==> config.mk <==
export PLATFORM = sky130hd
export DESIGN_NAME = looping_playhead_accumulator
export DESIGN_NICKNAME = d
export VERILOG_FILES = /design/src/rtl/core/lph_pkg.sv /design/src/rtl/core/lph_cfg_regs.sv /design/src/rtl/core/lph_step_unit.sv /design/src/rtl/core/lph_result_reg.sv /design/src/rtl/core/looping_playhead_accumulator.sv
export SDC_FILE = /design/constraint.sdc
export NUM_CORES = 1
export LEC_CHECK = 0
export ABC_AREA = 1
export BUFFER_PORTS_ARGS = -buffer_cell sky130_fd_sc_hd__clkbuf_2
export CAP_MARGIN = 20
export CORE_ASPECT_RATIO = 1.75
export CORE_MARGIN = 4
export CORE_UTILIZATION = 50
export DETAILED_ROUTE_END_ITERATION = 16
export GPL_ROUTABILITY_DRIVEN = 0
export PLACE_DENSITY = 0.79
export SLEW_MARGIN = 20
export SYNTH_ARGS = -nofsm -noshare
export SYNTH_HDL_FRONTEND = slang
export SYNTH_SLANG_ARGS = --single-unit
==> constraint.sdc <==
create_clock -name clk -period 12.86 [get_ports clk]
set_input_delay 0 -clock clk [delete_from_list [all_inputs] [get_ports clk]]
set_output_delay 0 -clock clk [all_outputs]
set_load 0.005 [all_outputs]
==> src/rtl/core/lph_pkg.sv <==
// Shared types and constants for the looping playhead accumulator.
// No dependencies; every module of the block imports this package.
package lph_pkg;

  localparam int INDEX_BITS     = 16;
  localparam int FRACTION_BITS  = 16;
  localparam int POS_BITS       = INDEX_BITS + FRACTION_BITS;
  localparam int PHASE_BITS     = FRACTION_BITS + 1;
  localparam int STEP_BITS      = FRACTION_BITS + 1;
  localparam int CFG_INDEX_BITS = 3;
  localparam int CFG_DATA_BITS  = 32;

  localparam logic [PHASE_BITS-1:0] ONE_ROW = {1'b1, {FRACTION_BITS{1'b0}}};

  typedef enum logic [CFG_INDEX_BITS-1:0] {
    REG_PAUSED         = 3'd0,
    REG_LOOP_ENABLE    = 3'd1,
    REG_LOOP_START     = 3'd2,
    REG_LOOP_END       = 3'd3,
    REG_PHASE_STEP     = 3'd4,
    REG_ROW_COUNT      = 3'd5,
    REG_INTERPOLATE_ON = 3'd6
  } cfg_reg_t;

  typedef enum logic {
    ACT_TICK = 1'b0,
    ACT_SEEK = 1'b1
  } action_t;

  typedef struct packed {
    logic                  paused;
    logic                  loop_enable;
    logic [POS_BITS-1:0]   loop_start;
    logic [POS_BITS-1:0]   loop_end;
    logic [STEP_BITS-1:0]  phase_step;
    logic [INDEX_BITS-1:0] row_count;
    logic                  interpolate_on;
  } cfg_t;

  typedef struct packed {
    logic [INDEX_BITS-1:0]    row_index;
    logic [INDEX_BITS-1:0]    next_row_index;
    logic [FRACTION_BITS-1:0] fraction;
    logic                     refresh_row;
    logic                     row_advanced;
    logic [POS_BITS-1:0]      reported_position;
  } result_t;

endpackage

==> src/rtl/core/lph_cfg_regs.sv <==
// Configuration register file of the looping playhead accumulator.
// Depends on lph_pkg for the register indexes and the cfg_t bundle.
module lph_cfg_regs
  import lph_pkg::*;
(
  input  logic                      clk,
  input  logic                      rst,
  input  logic                      cfg_write_en,
  input  logic [CFG_INDEX_BITS-1:0] cfg_index,
  input  logic [CFG_DATA_BITS-1:0]  cfg_data,
  output cfg_t                      cfg
);

  always_ff @(posedge clk) begin
    if (rst) begin
      cfg.paused         <= 1'b1;
      cfg.loop_enable    <= 1'b0;
      cfg.loop_start     <= '0;
      cfg.loop_end       <= '0;
      cfg.phase_step     <= '0;
      cfg.row_count      <= '0;
      cfg.interpolate_on <= 1'b0;
    end else if (cfg_write_en) begin
      case (cfg_reg_t'(cfg_index))
        REG_PAUSED:         cfg.paused         <= cfg_data[0];
        REG_LOOP_ENABLE:    cfg.loop_enable    <= cfg_data[0];
        REG_LOOP_START:     cfg.loop_start     <= cfg_data[POS_BITS-1:0];
        REG_LOOP_END:       cfg.loop_end       <= cfg_data[POS_BITS-1:0];
        REG_PHASE_STEP:     cfg.phase_step     <= cfg_data[STEP_BITS-1:0];
        REG_ROW_COUNT:      cfg.row_count      <= cfg_data[INDEX_BITS-1:0];
        REG_INTERPOLATE_ON: cfg.interpolate_on <= cfg_data[0];
        default: ;
      endcase
    end
  end

endmodule

==> src/rtl/core/lph_step_unit.sv <==
// Playhead state registers and the combinational tick/seek update logic.
// Depends on lph_pkg for widths, the action codes and the cfg_t/result_t bundles.
module lph_step_unit
  import lph_pkg::*;
(
  input  logic                clk,
  input  logic                rst,
  input  logic                accept,
  input  logic                action,
  input  logic [POS_BITS-1:0] seek_position,
  input  cfg_t                cfg,
  output logic                result_load,
  output result_t             result
);

  logic [INDEX_BITS-1:0] row_pointer, row_pointer_next;
  logic [PHASE_BITS-1:0] phase_fraction, phase_fraction_next;
  logic                  row_stale, row_stale_next;

  logic                     carry;
  logic [INDEX_BITS-1:0]    row_inc, row_c, row_l, row_rep, seek_row, follow_inc;
  logic [FRACTION_BITS-1:0] frac_l;
  logic [POS_BITS-1:0]      pos_c;
  logic                     jump, stale_l, refresh;
  logic [PHASE_BITS-1:0]    step_c;

  always_comb begin
    carry    = phase_fraction[FRACTION_BITS];
    row_inc  = row_pointer + INDEX_BITS'(1);
    row_c    = row_pointer;
    if (carry) begin
      row_c = (row_inc >= cfg.row_count) ? '0 : row_inc;
    end
    pos_c = {row_c, phase_fraction[FRACTION_BITS-1:0]};
    jump  = cfg.loop_enable && (cfg.loop_start != cfg.loop_end) &&
            ((pos_c > cfg.loop_end) || (pos_c < cfg.loop_start));
    row_l  = jump ? cfg.loop_start[POS_BITS-1:FRACTION_BITS] : row_c;
    frac_l = jump ? cfg.loop_start[FRACTION_BITS-1:0] : phase_fraction[FRACTION_BITS-1:0];
    stale_l = row_stale | carry | jump | cfg.interpolate_on;
    refresh = stale_l && (cfg.row_count != '0);
    step_c  = (cfg.phase_step > STEP_BITS'(ONE_ROW)) ? ONE_ROW
                                                      : PHASE_BITS'(cfg.phase_step);
    seek_row = seek_position[POS_BITS-1:FRACTION_BITS];

    row_pointer_next    = row_pointer;
    phase_fraction_next = phase_fraction;
    row_stale_next      = row_stale;
    result_load         = 1'b0;
    row_rep             = row_pointer;
    result.fraction          = '0;
    result.refresh_row       = 1'b0;
    result.row_advanced      = 1'b0;
    result.reported_position = '0;

    if (accept) begin
      case (action_t'(action))
        ACT_SEEK: begin
          if (seek_row != row_pointer) begin
            row_stale_next = 1'b1;
          end
          row_pointer_next    = seek_row;
          phase_fraction_next = {1'b0, seek_position[FRACTION_BITS-1:0]};
        end
        ACT_TICK: begin
          result_load = 1'b1;
          if (cfg.paused) begin
            result.reported_position = {row_pointer, {FRACTION_BITS{1'b0}}} +
                                       POS_BITS'(phase_fraction);
          end else begin
            row_rep                  = row_l;
            row_pointer_next         = row_l;
            phase_fraction_next      = {1'b0, frac_l} + step_c;
            row_stale_next           = stale_l && !refresh;
            result.refresh_row       = refresh;
            result.row_advanced      = carry;
            result.reported_position = {row_l, frac_l};
          end
          result.fraction = result.reported_position[FRACTION_BITS-1:0];
        end
        default: ;
      endcase
    end

    follow_inc            = row_rep + INDEX_BITS'(1);
    result.row_index      = row_rep;
    result.next_row_index = (follow_inc >= cfg.row_count) ? '0 : follow_inc;
  end

  always_ff @(posedge clk) begin
    if (rst) begin
      row_pointer    <= '0;
      phase_fraction <= '0;
      row_stale      <= 1'b0;
    end else begin
      row_pointer    <= row_pointer_next;
      phase_fraction <= phase_fraction_next;
      row_stale      <= row_stale_next;
    end
  end

  a_seek_sets_position: assert property (@(posedge clk) disable iff (rst)
    accept && (action == ACT_SEEK) |=>
      (row_pointer == $past(seek_position[POS_BITS-1:FRACTION_BITS])) &&
      !phase_fraction[FRACTION_BITS])
    else $error("seek did not land on the requested position");

  a_refresh_clears_stale: assert property (@(posedge clk) disable iff (rst)
    accept && (action == ACT_TICK) && !cfg.paused && (cfg.row_count != '0) |=>
      !row_stale)
    else $error("stale mark survived a running tick with data loaded");

  a_paused_holds: assert property (@(posedge clk) disable iff (rst)
    accept && (action == ACT_TICK) && cfg.paused |=>
      $stable(row_pointer) && $stable(phase_fraction) && $stable(row_stale))
    else $error("paused tick moved the playhead");

  a_advance_needs_carry: assert property (@(posedge clk) disable iff (rst)
    result_load && result.row_advanced |-> phase_fraction[FRACTION_BITS] && !cfg.paused)
    else $error("row advance flagged without a whole-row carry");

endmodule

==> src/rtl/core/lph_result_reg.sv <==
// Output register of the looping playhead accumulator: holds one result beat.
// Depends on lph_pkg for the result_t bundle.
module lph_result_reg
  import lph_pkg::*;
(
  input  logic    clk,
  input  logic    rst,
  input  logic    load,
  input  result_t result_in,
  input  logic    out_ready,
  output logic    out_valid,
  output result_t result_out
);

  always_ff @(posedge clk) begin
    if (rst) begin
      out_valid <= 1'b0;
    end else if (load) begin
      out_valid <= 1'b1;
    end else if (out_ready) begin
      out_valid <= 1'b0;
    end
  end

  always_ff @(posedge clk) begin
    if (load) begin
      result_out <= result_in;
    end
  end

endmodule

==> src/rtl/core/looping_playhead_accumulator.sv <==
// Looping playhead accumulator: one tick or seek beat is taken every clock cycle
// while the output register is empty or being drained in that same cycle. A tick's
// result beat is on the output in the cycle after acceptance, computed in one pass
// from the playhead registers (carry, wrap, loop check, phase add); a seek beat
// moves the playhead and gives no result. Configuration writes are registered.
// Depends on lph_pkg, lph_cfg_regs, lph_step_unit and lph_result_reg.
module looping_playhead_accumulator
  import lph_pkg::*;
(
  input  logic                      clk,
  input  logic                      rst,
  input  logic                      cfg_write_en,
  input  logic [CFG_INDEX_BITS-1:0] cfg_index,
  input  logic [CFG_DATA_BITS-1:0]  cfg_data,
  input  logic                      in_valid,
  output logic                      in_ready,
  input  logic                      action,
  input  logic [POS_BITS-1:0]       seek_position,
  output logic                      out_valid,
  input  logic                      out_ready,
  output logic [INDEX_BITS-1:0]     row_index,
  output logic [INDEX_BITS-1:0]     next_row_index,
  output logic [FRACTION_BITS-1:0]  fraction,
  output logic                      refresh_row,
  output logic                      row_advanced,
  output logic [POS_BITS-1:0]       reported_position
);

  cfg_t    cfg;
  result_t step_result;
  result_t held_result;
  logic    result_load;
  logic    accept;

  assign in_ready = !rst && (!out_valid || out_ready);
  assign accept   = in_valid && in_ready;

  lph_cfg_regs u_cfg (
    .clk          (clk),
    .rst          (rst),
    .cfg_write_en (cfg_write_en),
    .cfg_index    (cfg_index),
    .cfg_data     (cfg_data),
    .cfg          (cfg)
  );

  lph_step_unit u_step (
    .clk           (clk),
    .rst           (rst),
    .accept        (accept),
    .action        (action),
    .seek_position (seek_position),
    .cfg           (cfg),
    .result_load   (result_load),
    .result        (step_result)
  );

  lph_result_reg u_out (
    .clk        (clk),
    .rst        (rst),
    .load       (result_load),
    .result_in  (step_result),
    .out_ready  (out_ready),
    .out_valid  (out_valid),
    .result_out (held_result)
  );

  assign row_index         = held_result.row_index;
  assign next_row_index    = held_result.next_row_index;
  assign fraction          = held_result.fraction;
  assign refresh_row       = held_result.refresh_row;
  assign row_advanced      = held_result.row_advanced;
  assign reported_position = held_result.reported_position;

endmodule
==> results.json <==
{
  "status": "finished, final reports clean",
  "drt-total-wl_mm": 43.7,
  "core.rowCount": 79,
  "rsz0062_at_grt": "false",
  "cpPeakStageDelay_ns": 0.61,
  "holdCritPathClass": "in2reg",
  "drtPass1Iterations": 6,
  "max_freq_ghz": 0.122,
  "register_area_mm2": 0.00468,
  "nets": 2159,
  "timing.critical_path.mode_cell": "nand2_1",
  "drive_above_1_share_pct": 14.9,
  "ant_nets": 0,
  "grt_overflow_total": 0,
  "p_int_mw": 1.16,
  "p_leak_nw": 7.13,
  "multiInputGateArea_mm2": 0.00744,
  "slew_viol_final": 0,
  "slew_headroom_pct": 29.5,
  "final_area_mm2": 0.0157,
  "swShare_pct": 29.4,
  "setup_viol": 0,
  "ys_ff_latch": 201,
  "clock_skew_ns": 0.0370,
  "ctsResizeCount": 0,
  "clkLatencyLatePin_ns": 0.54,
  "grt_start_max_net_pins": 89,
  "holdPathStages": 3,
  "die_h_um": 225,
  "min_period_over_period_pct": 63.6,
  "switching_power_mw": 0.484,
  "clockBufferDepth": 3,
  "layout_setup_ws_ns": 4.68,
  "io_buffer_count": 156,
  "die_area_mm2": 0.0298,
  "track_usage_pct": 28.5,
  "whs_endpoint": "u_step.phase_fraction[14]$_SDFFE_PP0P_",
  "cts_sinks": 201,
  "initial_core_util_pct": 50.7,
  "grt_first_pass_wirelength_mm": 67.5,
  "r2r_cells": 42,
  "cts_root_buf": "clkbuf_16",
  "cp-end-kind": "flop",
  "via_count": 13411,
  "numCtsBuffers": 20,
  "vdd_drop_max_uv": 88.1,
  "reg2reg_to": "u_step.phase_fraction[12]$_SDFFE_PP0P_",
  "p_seq_share_pct": 42.3,
  "post-place-cells": 2198,
  "htreeDepth": 1,
  "via_per_inst": 5.81,
  "crit_fanout": 50,
  "worstPathArrival_ns": 8.65,
  "path_clk_slew_ns": 0.07,
  "antenna_found_initial": 0,
  "critical_path.slowest_cell": "dfxtp_1",
  "synth.yosys.warnings": 0,
  "tightest_slew_ns": 1.05,
  "cts_tree": "built",
  "fillers": 2317,
  "clkPwrFrac_pct": 39.5,
  "path_class": "reg2reg",
  "syn_avg_cell_area_um2": 7.46,
  "diodes": 0,
  "timing.hold.ws_ns": 0.0233,
  "drc": 0,
  "crit_path_start_kind": "flop",
  "drtIter0Drc": 1113,
  "dp_slack_ns": 4.72,
  "dpl.hpwl_mm": 32.4,
  "cts_setup_buffers": 0,
  "dieWidth_um": 132,
  "cap_violations": 0,
  "rr_startpoint": "u_step.row_pointer[8]$_SDFFE_PP0P_",
  "combPwrFrac_pct": 18.2,
  "r2r_setup_slack_ns": 4.68,
  "hold_viol": 0,
  "syn_nets": 1996,
  "core_area_mm2": 0.0266,
  "syn2layout_area_growth_pct": 16.6,
  "final_util_pct": 59.1,
  "syn_area_mm2": 0.0135,
  "p_total_mw": 1.65,
  "fin_tns_setup_ns": 0,
  "worstPathRequired_ns": 13.32,
  "final_cell_count_no_fill": 2308,
  "num_io_pins": 157,
  "ys_types": 59,
  "synth_cells": 1807,
  "grt_pass1_vias": 13182,
  "fin_crit_ns": 8.18,
  "startpoint": "u_step.row_pointer[8]$_SDFFE_PP0P_",
  "cts_hold_buf": 74,
  "dpl_cell_area_mm2": 0.0142,
  "worstHoldStart": "rst",
  "synth_seq_area_share_pct": 34.7,
  "routedWlPerCell_um": 18.9,
  "cellPowerDensity_mw_per_mm2": 105
}
worst max-delay path: cells and delay by family (launching register included):
kind	cells	cell delay [ns]
compound gates	10	2.28
xor+xnor	2	0.54
fa+ha+maj	4	1.22
buf+inv	4	0.44
flops	1	0.61
simple gates	22	2.99
how the worst max path moves through the flow:
stage	endpoint	slack (ns)	depth (start not counted)
floorplan	u_out.result_out[60]$_SDFFCE_PP0P_	6.29	54
global route	u_step.phase_fraction[14]$_SDFFE_PP0P_	3.90	45
finish	u_step.phase_fraction[12]$_SDFFE_PP0P_	4.68	42
global placement	u_out.result_out[58]$_SDFFCE_PP0P_	5.09	48
detailed placement	u_out.result_out[57]$_SDFFCE_PP0P_	4.72	48
CTS	u_out.result_out[57]$_SDFFCE_PP0P_	4.70	48
flip-flops by register name, summed over array words and instances, names as in the netlist:
signal and flops:
u_cfg.cfg 100, u_out.result_out 66, u_step.phase_fraction 17, u_step.row_pointer 16
u_out.out_valid 1, u_step.row_stale 1
area by class of cell:
class	instances	area share [%]
Sequential cell	201	29.8
Tap cell	324	2.58
Timing Repair Buffer	240	10.2
Clock inverter	14	1.29
Inverter	232	5.54
Clock buffer	22	3.30
Multi-Input combinational cell	1275	47.3
logic make-up (layout without fill, tap and decap cells):
group                      after synthesis  after routing  synth area share (%)
DFF                                    201            201                  34.7
buffers and inverters                  331            508                  10.2
xor gates and xnor gates                57             57                  3.93
adders and majority gates              116            116                  10.8
AOI/OAI and AO/OA                      461            461                  18.0
and+or+nand+nor                        641            641                  22.3
power by group through the flow:
stage	Combinational [mW]	Clock, mW	Sequential, mW
2_1_floorplan	0.197	0	0.702
3_3_place_gp	0.264	0	0.709
3_5_place_dp	0.273	0	0.710
4_1_cts	0.292	0.653	0.696
5_1_grt	0.332	0.673	0.698
6_report	0.299	0.650	0.697
placed cells by master, fill, tap and decap left out, drive strengths merged, types with 5 or more instances in the layout:
cell type and count:
xor2 35, nor2 162, a31oi 17, xnor2 22, inv 229, edfxtp 66
a21o 5, o21ai 199, dfxtp 135, nor4 7, nand3 82, a21oi 213
ha 115, dlygate4sd3 74, o22ai 5, nand2 336, buf 10, nand4 25
clkinv 9, nor3 21, clkbuf 178
synth_stat cells (all sizes together):
master,number,share of area (%)
a211oi,3,0.17
a21boi,2,0.11
a21o,5,0.28
a21oi,213,7.9
a221oi,2,0.13
a22oi,1,0.056
a311o,1,0.074
a311oi,1,0.065
a31oi,17,0.79
and2b,4,0.22
buf,40,2.1
clkbuf,59,1.7
clkinv,4,0.11
dfxtp,135,20
edfxtp,66,15
fa,1,0.15
ha,115,11
inv,228,6.3
nand2,336,11
nand3,82,3.5
nand4,25,1.2
nor2,162,5.2
nor3,21,0.89
nor3b,1,0.056
nor4,7,0.37
o211ai,3,0.17
o21a,2,0.11
o21ai,199,7.4
o21bai,1,0.056
o221a,1,0.084
o221ai,1,0.065
o22ai,5,0.28
o31ai,3,0.17
o41ai,1,0.065
or2,3,0.14
xnor2,22,1.5
xor2,35,2.4
layer usage:
layer  part of all wire [%]  global-route usage, %
met2                     50                   51.3
met5                      0                      0
met3                    6.3                   4.09
met4                     11                   26.3
met1                     33                   27.8
Power figures use the tool's default switching activity.
